<file path="src/rtl/core/companion_power_mode_sequencer_unit_macros.svh">
// ----------------------------------------------------------------------------
// Companion power mode sequencer assertion macros
// Shorthand for the concurrent checks in the top level.
// ----------------------------------------------------------------------------
`ifndef COMPANION_POWER_MODE_SEQUENCER_UNIT_MACROS_SVH
`define COMPANION_POWER_MODE_SEQUENCER_UNIT_MACROS_SVH

// Same-cycle implication, checked out of reset.
`define CPMS_ASSERT_SAME(label, ante, cons) \
    label: assert property (@(posedge clk) disable iff (!rst_n) (ante) |-> (cons)) \
        else $error("cpms check failed");

// Next-cycle implication, checked out of reset.
`define CPMS_ASSERT_NEXT(label, ante, cons) \
    label: assert property (@(posedge clk) disable iff (!rst_n) (ante) |=> (cons)) \
        else $error("cpms check failed");

`endif

</file>
<file path="src/rtl/core/cpms_pkg.sv">
// ----------------------------------------------------------------------------
// Companion power mode sequencer package
// Shared widths, command and pending codes, reset values.
// ----------------------------------------------------------------------------
package cpms_pkg;

    localparam int unsigned TICK_W   = 10;
    localparam int unsigned LIMIT_W  = 16;
    localparam int unsigned TIME_W   = 32;
    localparam int unsigned CODE_W   = 3;
    localparam int unsigned CFG_IDX_W = 1;
    localparam int unsigned CFG_DATA_W = 16;

    localparam logic [TICK_W-1:0]  TICK_PERIOD_RST = TICK_W'(10);
    localparam logic [LIMIT_W-1:0] HB_LIMIT_RST    = LIMIT_W'(1000);

    // request kinds
    localparam logic REQ_TICK    = 1'b0;
    localparam logic REQ_COMMAND = 1'b1;

    // command codes
    localparam logic [CODE_W-1:0] CMD_ABORT    = 3'd0;
    localparam logic [CODE_W-1:0] CMD_MOVE     = 3'd1;
    localparam logic [CODE_W-1:0] CMD_BOOT     = 3'd2;
    localparam logic [CODE_W-1:0] CMD_SHUTDOWN = 3'd3;
    localparam logic [CODE_W-1:0] CMD_RECOVER  = 3'd4;

    // configuration register indexes
    localparam logic [CFG_IDX_W-1:0] REG_TICK_PERIOD = 1'd0;
    localparam logic [CFG_IDX_W-1:0] REG_HB_LIMIT    = 1'd1;

    typedef enum logic [CODE_W-1:0] {
        PEND_NONE,
        PEND_ABORT,
        PEND_MOVE,
        PEND_BOOT,
        PEND_SHUTDOWN,
        PEND_RECOVER
    } pend_t;

    typedef struct packed {
        logic [CODE_W-1:0] mode;
        logic [CODE_W-1:0] pending;
        logic [CODE_W-1:0] saved_mode;
        logic              accepted;
        logic [CODE_W-1:0] led_color;
        logic              boot_strobe;
        logic              shutdown_strobe;
        logic              force_off_strobe;
        logic              storage_off_strobe;
        logic              heartbeat;
        logic [TIME_W-1:0] heartbeat_time;
    } result_t;

endpackage

</file>
<file path="src/rtl/core/cpms_req_if.sv">
// ----------------------------------------------------------------------------
// Request channel
// Tick and command items with valid/ready handshake.
// ----------------------------------------------------------------------------
interface cpms_req_if;

    logic        valid;
    logic        ready;
    logic        req_type;
    logic [2:0]  command;
    logic [31:0] time_ms;
    logic        companion_ready;
    logic        companion_down;

    modport source (
        output valid, req_type, command, time_ms, companion_ready, companion_down,
        input  ready
    );

    modport sink (
        input  valid, req_type, command, time_ms, companion_ready, companion_down,
        output ready
    );

endinterface

</file>
<file path="src/rtl/core/cpms_rsp_if.sv">
// ----------------------------------------------------------------------------
// Result channel
// One result item per request item, valid/ready handshake.
// ----------------------------------------------------------------------------
interface cpms_rsp_if;

    logic        valid;
    logic        ready;
    logic [2:0]  mode;
    logic [2:0]  pending;
    logic [2:0]  saved_mode;
    logic        accepted;
    logic [2:0]  led_color;
    logic        boot_strobe;
    logic        shutdown_strobe;
    logic        force_off_strobe;
    logic        storage_off_strobe;
    logic        heartbeat;
    logic [31:0] heartbeat_time;

    modport source (
        output valid, mode, pending, saved_mode, accepted, led_color, boot_strobe,
               shutdown_strobe, force_off_strobe, storage_off_strobe, heartbeat,
               heartbeat_time,
        input  ready
    );

    modport sink (
        input  valid, mode, pending, saved_mode, accepted, led_color, boot_strobe,
               shutdown_strobe, force_off_strobe, storage_off_strobe, heartbeat,
               heartbeat_time,
        output ready
    );

endinterface

</file>
<file path="src/rtl/core/cpms_cfg_if.sv">
// ----------------------------------------------------------------------------
// Configuration write channel
// Register index and write data, valid/ready handshake.
// ----------------------------------------------------------------------------
interface cpms_cfg_if;

    logic        valid;
    logic        ready;
    logic        index;
    logic [15:0] data;

    modport source (
        output valid, index, data,
        input  ready
    );

    modport sink (
        input  valid, index, data,
        output ready
    );

endinterface

</file>
<file path="src/rtl/core/companion_power_mode_sequencer_unit.sv">
// ----------------------------------------------------------------------------
// Companion power mode sequencer
// Sequences companion computer power through idle, boot, compute, shutdown
// and abort; latches commands, runs one mode step per tick, emits heartbeats.
// ----------------------------------------------------------------------------
// Takes one item per clock unless stalled; the result comes the cycle after
// acceptance. The mode logic, command check and heartbeat add/compare sit in
// a single pass ahead of the result register; that register frees the
// request side, so a new item is taken whenever the result slot is empty or
// being drained in the same cycle. Configuration writes are always ready.
module companion_power_mode_sequencer_unit
    import cpms_pkg::*;
(
    input  logic      clk,
    input  logic      rst_n,
    cpms_req_if.sink  req,
    cpms_rsp_if.source rsp,
    cpms_cfg_if.sink  cfg
);

    typedef enum logic [CODE_W-1:0] {
        MODE_IDLE,
        MODE_BOOT,
        MODE_COMPUTE,
        MODE_SHUTDOWN,
        MODE_ABORT
    } mode_t;

    mode_t              mode_reg, mode_next;
    pend_t              pend_reg, pend_next;
    logic [CODE_W-1:0]  saved_reg, saved_next;
    logic [LIMIT_W-1:0] accum_reg, accum_next;
    logic [TICK_W-1:0]  tick_period_reg;
    logic [LIMIT_W-1:0] hb_limit_reg;
    result_t            res_reg, res_next;
    logic               rsp_valid_reg;
    logic               req_acc;
    logic [LIMIT_W:0]   hb_sum;
    pend_t              cmd_pend;
    logic               cmd_known;
    logic               cmd_allowed;
    logic               abort_tick;
    logic               abort_seen;
    logic               cmd_quiet;
    logic               boot_entry;

    assign req.ready = !rsp_valid_reg || rsp.ready;
    assign req_acc   = req.valid && req.ready;
    assign cfg.ready = 1'b1;

    always_comb
    begin
        cmd_known = 1'b1;
        cmd_pend  = PEND_NONE;
        unique case (req.command)
            CMD_ABORT:    cmd_pend = PEND_ABORT;
            CMD_MOVE:     cmd_pend = PEND_MOVE;
            CMD_BOOT:     cmd_pend = PEND_BOOT;
            CMD_SHUTDOWN: cmd_pend = PEND_SHUTDOWN;
            CMD_RECOVER:  cmd_pend = PEND_RECOVER;
            default:      cmd_known = 1'b0;
        endcase
    end

    always_comb
    begin
        unique case (mode_reg)
            MODE_IDLE:    cmd_allowed = (cmd_pend == PEND_MOVE) || (cmd_pend == PEND_BOOT);
            MODE_COMPUTE: cmd_allowed = (cmd_pend == PEND_SHUTDOWN);
            MODE_ABORT:   cmd_allowed = (cmd_pend == PEND_RECOVER);
            default:      cmd_allowed = 1'b0;
        endcase
    end

    assign hb_sum = {1'b0, accum_reg} + {{(LIMIT_W + 1 - TICK_W){1'b0}}, tick_period_reg};

    always_comb
    begin
        mode_next  = mode_reg;
        pend_next  = pend_reg;
        saved_next = saved_reg;
        accum_next = accum_reg;
        res_next   = '0;

        if (req.req_type == REQ_COMMAND)
        begin
            if (cmd_known && cmd_pend == PEND_ABORT)
            begin
                pend_next         = PEND_ABORT;
                res_next.accepted = 1'b1;
            end
            else if (cmd_known && pend_reg == PEND_NONE && cmd_allowed)
            begin
                pend_next         = cmd_pend;
                res_next.accepted = 1'b1;
            end
        end
        else
        begin
            if (hb_sum > {1'b0, hb_limit_reg})
            begin
                res_next.heartbeat      = 1'b1;
                res_next.heartbeat_time = req.time_ms;
                accum_next              = '0;
            end
            else
            begin
                accum_next = hb_sum[LIMIT_W-1:0];
            end

            if (pend_reg == PEND_ABORT)
            begin
                saved_next                  = mode_reg;
                mode_next                   = MODE_ABORT;
                res_next.force_off_strobe   = 1'b1;
                res_next.storage_off_strobe = 1'b1;
                pend_next                   = PEND_NONE;
            end

            unique case (mode_next)
                MODE_IDLE:
                begin
                    if (pend_next == PEND_BOOT)
                    begin
                        mode_next            = MODE_BOOT;
                        res_next.boot_strobe = 1'b1;
                        pend_next            = PEND_NONE;
                    end
                end
                MODE_BOOT:
                begin
                    if (req.companion_ready)
                        mode_next = MODE_COMPUTE;
                end
                MODE_COMPUTE:
                begin
                    if (pend_next == PEND_SHUTDOWN)
                    begin
                        mode_next                = MODE_SHUTDOWN;
                        res_next.shutdown_strobe = 1'b1;
                        pend_next                = PEND_NONE;
                    end
                end
                MODE_SHUTDOWN:
                begin
                    res_next.shutdown_strobe = 1'b1;
                    if (req.companion_down)
                    begin
                        mode_next                   = MODE_IDLE;
                        res_next.force_off_strobe   = 1'b1;
                        res_next.storage_off_strobe = 1'b1;
                    end
                end
                MODE_ABORT:
                begin
                    if (pend_next == PEND_RECOVER)
                    begin
                        mode_next                   = MODE_IDLE;
                        res_next.force_off_strobe   = 1'b1;
                        res_next.storage_off_strobe = 1'b1;
                        pend_next                   = PEND_NONE;
                    end
                end
                default:
                begin
                end
            endcase
        end

        res_next.mode       = mode_next;
        res_next.led_color  = mode_next;
        res_next.pending    = pend_next;
        res_next.saved_mode = saved_next;
    end

    always_ff @(posedge clk or negedge rst_n)
    begin
        if (!rst_n)
        begin
            mode_reg        <= MODE_IDLE;
            pend_reg        <= PEND_NONE;
            saved_reg       <= '0;
            accum_reg       <= '0;
            tick_period_reg <= TICK_PERIOD_RST;
            hb_limit_reg    <= HB_LIMIT_RST;
            rsp_valid_reg   <= 1'b0;
            res_reg         <= '0;
        end
        else
        begin
            if (cfg.valid && cfg.ready)
            begin
                unique case (cfg.index)
                    REG_TICK_PERIOD: tick_period_reg <= cfg.data[TICK_W-1:0];
                    REG_HB_LIMIT:    hb_limit_reg    <= cfg.data[LIMIT_W-1:0];
                    default:
                    begin
                    end
                endcase
            end

            if (req_acc)
            begin
                mode_reg      <= mode_next;
                pend_reg      <= pend_next;
                saved_reg     <= saved_next;
                accum_reg     <= accum_next;
                res_reg       <= res_next;
                rsp_valid_reg <= 1'b1;
            end
            else if (rsp.ready)
            begin
                rsp_valid_reg <= 1'b0;
            end
        end
    end

    assign rsp.valid              = rsp_valid_reg;
    assign rsp.mode               = res_reg.mode;
    assign rsp.pending            = res_reg.pending;
    assign rsp.saved_mode         = res_reg.saved_mode;
    assign rsp.accepted           = res_reg.accepted;
    assign rsp.led_color          = res_reg.led_color;
    assign rsp.boot_strobe        = res_reg.boot_strobe;
    assign rsp.shutdown_strobe    = res_reg.shutdown_strobe;
    assign rsp.force_off_strobe   = res_reg.force_off_strobe;
    assign rsp.storage_off_strobe = res_reg.storage_off_strobe;
    assign rsp.heartbeat          = res_reg.heartbeat;
    assign rsp.heartbeat_time     = res_reg.heartbeat_time;

    assign abort_tick = req_acc && (req.req_type == REQ_TICK) && (pend_reg == PEND_ABORT);
    assign abort_seen = (res_reg.mode == MODE_ABORT) && res_reg.force_off_strobe;
    assign cmd_quiet  = !res_reg.heartbeat && !res_reg.boot_strobe && !res_reg.shutdown_strobe;
    assign boot_entry = (res_reg.mode == MODE_BOOT) && (res_reg.pending == PEND_NONE);

`include "companion_power_mode_sequencer_unit_macros.svh"

    // a pending abort is always taken by the next tick
    `CPMS_ASSERT_NEXT(a_abort_taken, abort_tick, rsp_valid_reg && abort_seen)
    // accepted command items drive no heartbeat and no boot or shutdown strobe
    `CPMS_ASSERT_SAME(a_cmd_quiet, rsp_valid_reg && res_reg.accepted, cmd_quiet)
    // boot strobe only on entry to boot
    `CPMS_ASSERT_SAME(a_boot_entry, rsp_valid_reg && res_reg.boot_strobe, boot_entry)

endmodule

</file>
<file path="src/flat_wrapper.sv">
// flat-port wrapper written by rule: the top's interface ports become plain ports
module companion_power_mode_sequencer_unit_flat import cpms_pkg::*;
  (clk, rst_n, req_valid, req_req_type, req_command, req_time_ms, req_companion_ready, req_companion_down, req_ready, rsp_valid, rsp_mode, rsp_pending, rsp_saved_mode, rsp_accepted, rsp_led_color, rsp_boot_strobe, rsp_shutdown_strobe, rsp_force_off_strobe, rsp_storage_off_strobe, rsp_heartbeat, rsp_heartbeat_time, rsp_ready, cfg_valid, cfg_index, cfg_data, cfg_ready);
  cpms_req_if req_i ();
  cpms_rsp_if rsp_i ();
  cpms_cfg_if cfg_i ();
  input  logic clk;
  input  logic rst_n;
  input wire logic [$bits(req_i.valid)-1:0] req_valid;
  input wire logic [$bits(req_i.req_type)-1:0] req_req_type;
  input wire logic [$bits(req_i.command)-1:0] req_command;
  input wire logic [$bits(req_i.time_ms)-1:0] req_time_ms;
  input wire logic [$bits(req_i.companion_ready)-1:0] req_companion_ready;
  input wire logic [$bits(req_i.companion_down)-1:0] req_companion_down;
  output wire logic [$bits(req_i.ready)-1:0] req_ready;
  output wire logic [$bits(rsp_i.valid)-1:0] rsp_valid;
  output wire logic [$bits(rsp_i.mode)-1:0] rsp_mode;
  output wire logic [$bits(rsp_i.pending)-1:0] rsp_pending;
  output wire logic [$bits(rsp_i.saved_mode)-1:0] rsp_saved_mode;
  output wire logic [$bits(rsp_i.accepted)-1:0] rsp_accepted;
  output wire logic [$bits(rsp_i.led_color)-1:0] rsp_led_color;
  output wire logic [$bits(rsp_i.boot_strobe)-1:0] rsp_boot_strobe;
  output wire logic [$bits(rsp_i.shutdown_strobe)-1:0] rsp_shutdown_strobe;
  output wire logic [$bits(rsp_i.force_off_strobe)-1:0] rsp_force_off_strobe;
  output wire logic [$bits(rsp_i.storage_off_strobe)-1:0] rsp_storage_off_strobe;
  output wire logic [$bits(rsp_i.heartbeat)-1:0] rsp_heartbeat;
  output wire logic [$bits(rsp_i.heartbeat_time)-1:0] rsp_heartbeat_time;
  input wire logic [$bits(rsp_i.ready)-1:0] rsp_ready;
  input wire logic [$bits(cfg_i.valid)-1:0] cfg_valid;
  input wire logic [$bits(cfg_i.index)-1:0] cfg_index;
  input wire logic [$bits(cfg_i.data)-1:0] cfg_data;
  output wire logic [$bits(cfg_i.ready)-1:0] cfg_ready;
  assign req_i.valid = req_valid;
  assign req_i.req_type = req_req_type;
  assign req_i.command = req_command;
  assign req_i.time_ms = req_time_ms;
  assign req_i.companion_ready = req_companion_ready;
  assign req_i.companion_down = req_companion_down;
  assign req_ready = req_i.ready;
  assign rsp_valid = rsp_i.valid;
  assign rsp_mode = rsp_i.mode;
  assign rsp_pending = rsp_i.pending;
  assign rsp_saved_mode = rsp_i.saved_mode;
  assign rsp_accepted = rsp_i.accepted;
  assign rsp_led_color = rsp_i.led_color;
  assign rsp_boot_strobe = rsp_i.boot_strobe;
  assign rsp_shutdown_strobe = rsp_i.shutdown_strobe;
  assign rsp_force_off_strobe = rsp_i.force_off_strobe;
  assign rsp_storage_off_strobe = rsp_i.storage_off_strobe;
  assign rsp_heartbeat = rsp_i.heartbeat;
  assign rsp_heartbeat_time = rsp_i.heartbeat_time;
  assign rsp_i.ready = rsp_ready;
  assign cfg_i.valid = cfg_valid;
  assign cfg_i.index = cfg_index;
  assign cfg_i.data = cfg_data;
  assign cfg_ready = cfg_i.ready;
  companion_power_mode_sequencer_unit u_core (.clk(clk), .rst_n(rst_n), .req(req_i), .rsp(rsp_i), .cfg(cfg_i));
endmodule
</file>
<file path="config.mk">
export PLATFORM = sky130hd
export DESIGN_NAME = companion_power_mode_sequencer_unit_flat
export DESIGN_NICKNAME = d
export VERILOG_FILES = /design/src/rtl/core/cpms_pkg.sv /design/src/rtl/core/cpms_req_if.sv /design/src/rtl/core/cpms_rsp_if.sv /design/src/rtl/core/cpms_cfg_if.sv /design/src/rtl/core/companion_power_mode_sequencer_unit.sv /design/src/flat_wrapper.sv
export VERILOG_INCLUDE_DIRS = /design/src /design/src/rtl/core
export SDC_FILE = /design/constraint.sdc
export NUM_CORES = 1
export LEC_CHECK = 0
export ABC_AREA = 0
export BUFFER_PORTS_ARGS = -buffer_cell sky130_fd_sc_hd__buf_4
export CORE_MARGIN = 5
export CORE_UTILIZATION = 50
export DETAILED_ROUTE_END_ITERATION = 12
export PLACE_DENSITY = 0.85
export RECOVER_POWER = 25
export SETUP_SLACK_MARGIN = 0.4
export SYNTH_ARGS = -nofsm -noshare
export SYNTH_HDL_FRONTEND = slang
export SYNTH_SLANG_ARGS = --single-unit
</file>
<file path="constraint.sdc">
create_clock -name clk -period 4.04 [get_ports clk]
set_input_delay 0.606 -clock clk [delete_from_list [all_inputs] [get_ports clk]]
set_output_delay 0.606 -clock clk [all_outputs]
set_load 0.02 [all_outputs]
</file>
==> flow_summary_export.csv <==
group,metric,value,unit
clock_tree,cts.sink_count,89,
setup_path,startpoint_type,"register",
detailed_routing,dr_total_vias,4024,
timing,grt_setup_unrepaired,"true",
power_and_ir_drop,ir_drop,367.7,µV
timing,period_needed,3.788,ns
synth,post_synth_fa_ha_maj_area_fraction,7.218,%
global_routing,gr-total-overflow,0,
timing,report.final.slew_viol_count,90,
clock_tree,cts.path.max_buffers,2,
setup_path,cp_data_arrival_time,4.09,ns
synth,yosys_most_used_dff,"sky130_fd_sc_hd__dfrtp_1",
timing,layout_worst_path_cycle_share,93.76,%
worst_hold_path,worst_hold_startpoint,"req_time_ms[24]",
synth,seq_area_frac_synth,46.76,%
setup_path,critPathKind,"reg2reg",
detailed_routing,detail_route.wl_per_cell,18.20,µm
clock_tree,clkLatencyLatePin,0.36,ns
synth,synth_top_family_by_area,"compound AO/OA/AOI/OAI gates",
timing,hold_violations,0,
synth,mux_cell_area_share_after_synthesis,7.453,%
setup_path,ff2ff_setup_slack,0.25,ns
setup_path,end_kind,"register",
synth,syn-instance-count,456,
clock_tree,cts.hold.buffers_added,0,
clock_tree,cts_buffers,9,
cells_and_area,layout_filler_cell_count,736,
power_and_ir_drop,leakage_power,3.009,nW
floorplan,chipHeight,107.8,µm
power_and_ir_drop,power_per_cell_area,638.8,nW/µm²
timing,fin_worst_skew,0.01536,ns
global_routing,grt_max_degree,90,
worst_hold_path,hold_path_class,"in2reg",
detailed_routing,drt_drc_violations_left,0,
cells_and_area,largest_register_ffs,32,
timing,tightest_slew,2.137,ns
synth,synth_compound_area_share,18.91,%
synth,syn_area,4785,µm²
timing,setup_total_negative_slack,0,ns
synth,ys_seq_elements,89,
cells_and_area,postLayoutCellArea,6190,µm²
detailed_routing,ant_nets,0,
clock_tree,clock_tree.htree_level_count,3,
placement,detailed_place_hpwl,8.405,mm
setup_path,crit_path_start,"u_core.accum_reg[0]$_DFFE_PN0P_",
setup_path,worstSetupEndpoint,"u_core.rsp.heartbeat_time[2]$_DFFE_PN0P_",
cells_and_area,fraction_of_final_layout_cells_with_drive_strength_greater_than_1,38.31,%
flow_run,drv_cap,1,
setup_path,worst-path-max-fanout,8,
setup_path,critical_path.reg2reg.startpoint,"u_core.accum_reg[0]$_DFFE_PN0P_",
setup_path,reg2reg_depth,16,
floorplan,initial_utilization,51.54,%
timing,setup-violations-final,0,
timing,achievable-frequency,264.0,MHz
synth,xor_and_xnor_area_share_after_synthesis,2.563,%
synth,synth_warn,0,
detailed_routing,detail_route.first_pass.iterations,5,
global_routing,antenna_found_initial,0,
floorplan,design.die.area,11630,µm²
clock_tree,clk_pin_slew_worst_paths,0.10,ns
run_status,run_status,"complete, but fails checks",
floorplan,floorplan.rows,35,
synth,synth.most_common_cell,"sky130_fd_sc_hd__dfrtp_1",
synth,synth.net_count,543,
global_routing,grt_pass1_wl,20.00,mm
synth,synth.cells.most_frequent,"sky130_fd_sc_hd__dfrtp_1, sky130_fd_sc_hd__nand2_1, sky130_fd_sc_hd__a22o_1",
floorplan,core_area,9284,µm²
global_routing,global_route.usage.total,21.44,%
clock_tree,cts_root_buffer,"sky130_fd_sc_hd__clkbuf_8",
placement,post_dp_cell_area,5670,µm²
detailed_routing,vias_per_cell,5.765,
synth,netlist.area_leader.share,42.36,%
synth,post_synth_main_area_contributors,"sky130_fd_sc_hd__dfrtp_1, sky130_fd_sc_hd__mux2_2, sky130_fd_sc_hd__ha_1",
synth,synthDistinctLibCells,62,
synth,synthesis.area_per_instance,10.49,µm²
placement,gpl.final_weighted_congestion,0.9530,
detailed_routing,totalWireLength,12.71,mm
floorplan,chipWidth,107.8,µm
timing,slew_headroom,-42.47,%
floorplan,boundaryPins,113,
placement,portBuffers,111,
run_status,violations,"capacitance limit, slew limit",
synth,yosysTopAreaCell,"sky130_fd_sc_hd__dfrtp_1",
global_routing,first_global_vias,4068,
cells_and_area,flow.area_growth_from_synthesis,29.37,%
detailed_routing,drtIter0Drc,294,
setup_path,cp.required,4.34,ns
setup_path,timing.rr.end,"u_core.rsp.heartbeat_time[2]$_DFFE_PN0P_",
synth,post_synth_and_or_nand_nor_area_fraction,11.43,%
cells_and_area,antenna_cells,0,
clock_tree,tritoncts,"done",
synth,synth-edff-count,0,
synth,synth_async_sr_flop_share,100.0,%
cells_and_area,layout.nets,651,
==> layout make-up <==
type                            count  area [µm²]  area share, %
Clock buffer                        9       123.9          2.001
Clock inverter                      7       83.83          1.354
Inverter                           27       101.3          1.637
Multi-Input combinational cell    307        2442          39.46
Sequential cell                    89        2237          36.14
Tap cell                          129       161.4          2.608
Timing Repair Buffer              130        1040          16.80
==> kinds of logic (layout without fill, tap and decap cells) <==
kind of cell               count (synthesis)  in the layout
and+or+nand+nor                          110            110
xor gates and xnor gates                  14             14
adders and majority gates                 27             27
AOI/OAI and AO/OA                        123            123
other                                      1              1
muxes                                     32             32
buffers and inverters                     60            173
DFF                                       89             89
==> what timing repair did <==
item,CTS,global route
resized for setup,16,29
gates cloned,2,1
pin swaps,4,27
buffers inserted,6,4
setup endpoints to repair,49,49
==> stage by stage <==
step | hold WS [ns] | cells | utilization (%) | setup slack, ns | total power (W)
floorplan | 0.3104 | 456 | - | 0.4671 | 0.002414
global placement | 0.4627 | 669 | 61.08 | 0.2720 | 0.002903
detailed placement | 0.4713 | 669 | 61.08 | 0.1354 | 0.002967
CTS | 0.4455 | 693 | 65.01 | 0.3872 | 0.003766
global route | 0.4416 | 698 | 66.67 | 0.09561 | 0.004190
finish | 0.4535 | 698 | 66.67 | 0.2520 | 0.003954
==> worst max-delay path: stages, from the launching register on <==
cell                        delay [ns]
sky130_fd_sc_hd__dfrtp_1          0.40
sky130_fd_sc_hd__ha_2             0.21
sky130_fd_sc_hd__fa_2             0.41
sky130_fd_sc_hd__a21oi_2          0.15
sky130_fd_sc_hd__o21a_2           0.20
sky130_fd_sc_hd__nor4_4           0.07
sky130_fd_sc_hd__o211ai_1         0.31
sky130_fd_sc_hd__nand2b_4         0.21
sky130_fd_sc_hd__nand2_2          0.07
sky130_fd_sc_hd__ha_4             0.28
sky130_fd_sc_hd__and3_4           0.19
sky130_fd_sc_hd__o211ai_1         0.12
sky130_fd_sc_hd__a32oi_2          0.28
sky130_fd_sc_hd__o21ai_4          0.11
sky130_fd_sc_hd__a21oi_4          0.32
sky130_fd_sc_hd__clkbuf_16        0.24
sky130_fd_sc_hd__a22o_1           0.14
==> cells in the final DEF, fill, tap and decap left out, types with 5 or more instances in the layout <==
cell type / synthesis / routed
sky130_fd_sc_hd__a21oi_1: 21 / 16
sky130_fd_sc_hd__a21oi_2: 1 / 5
sky130_fd_sc_hd__a22o_1: 32 / 32
sky130_fd_sc_hd__a41o_1: 6 / 6
sky130_fd_sc_hd__and2_1: 7 / 7
sky130_fd_sc_hd__buf_4: 8 / 120
sky130_fd_sc_hd__buf_6: 1 / 5
sky130_fd_sc_hd__clkbuf_8: 0 / 9
sky130_fd_sc_hd__dfrtp_1: 81 / 81
sky130_fd_sc_hd__dfstp_2: 8 / 8
sky130_fd_sc_hd__ha_1: 26 / 23
sky130_fd_sc_hd__inv_1: 27 / 27
sky130_fd_sc_hd__mux2_2: 29 / 29
sky130_fd_sc_hd__nand2_1: 41 / 39
sky130_fd_sc_hd__nand3_1: 7 / 7
sky130_fd_sc_hd__nand4_1: 8 / 8
sky130_fd_sc_hd__nor2_1: 19 / 19
sky130_fd_sc_hd__o211ai_1: 6 / 6
sky130_fd_sc_hd__o21ai_0: 20 / 15
sky130_fd_sc_hd__o21ai_2: 0 / 5
sky130_fd_sc_hd__xnor2_1: 11 / 10
==> report_power, final <==
part           internal (W)  switching [W]  leakage (nW)
Combinational      0.000904        0.00109          1.78
Clock              0.000298       0.000354         0.103
Sequential          0.00111       0.000200          1.12
Total               0.00231        0.00164          3.01
==> layer usage <==
metal | wire (µm) | GRT usage, %
met1 | 5186 | 27.68
met2 | 6456 | 35.97
met5 | 0 | 0
met3 | 688 | 2.819
met4 | 375 | 9.378
==> worst min path at each step <==
stage | slack [ns] | end | depth (start not counted)
floorplan | 0.31 | u_core.accum_reg[0]$_DFFE_PN0P_ | 0
global placement | 0.46 | u_core.rsp.heartbeat$_DFFE_PN0P_ | 1
detailed placement | 0.47 | u_core.rsp.boot_strobe$_DFFE_PN0P_ | 2
CTS | 0.45 | u_core.rsp.heartbeat_time[24]$_DFFE_PN0P_ | 2
global route | 0.44 | u_core.rsp.heartbeat_time[11]$_DFFE_PN0P_ | 2
finish | 0.45 | u_core.rsp.heartbeat_time[24]$_DFFE_PN0P_ | 2
Note: power is estimated with default switching activity, not from simulation.
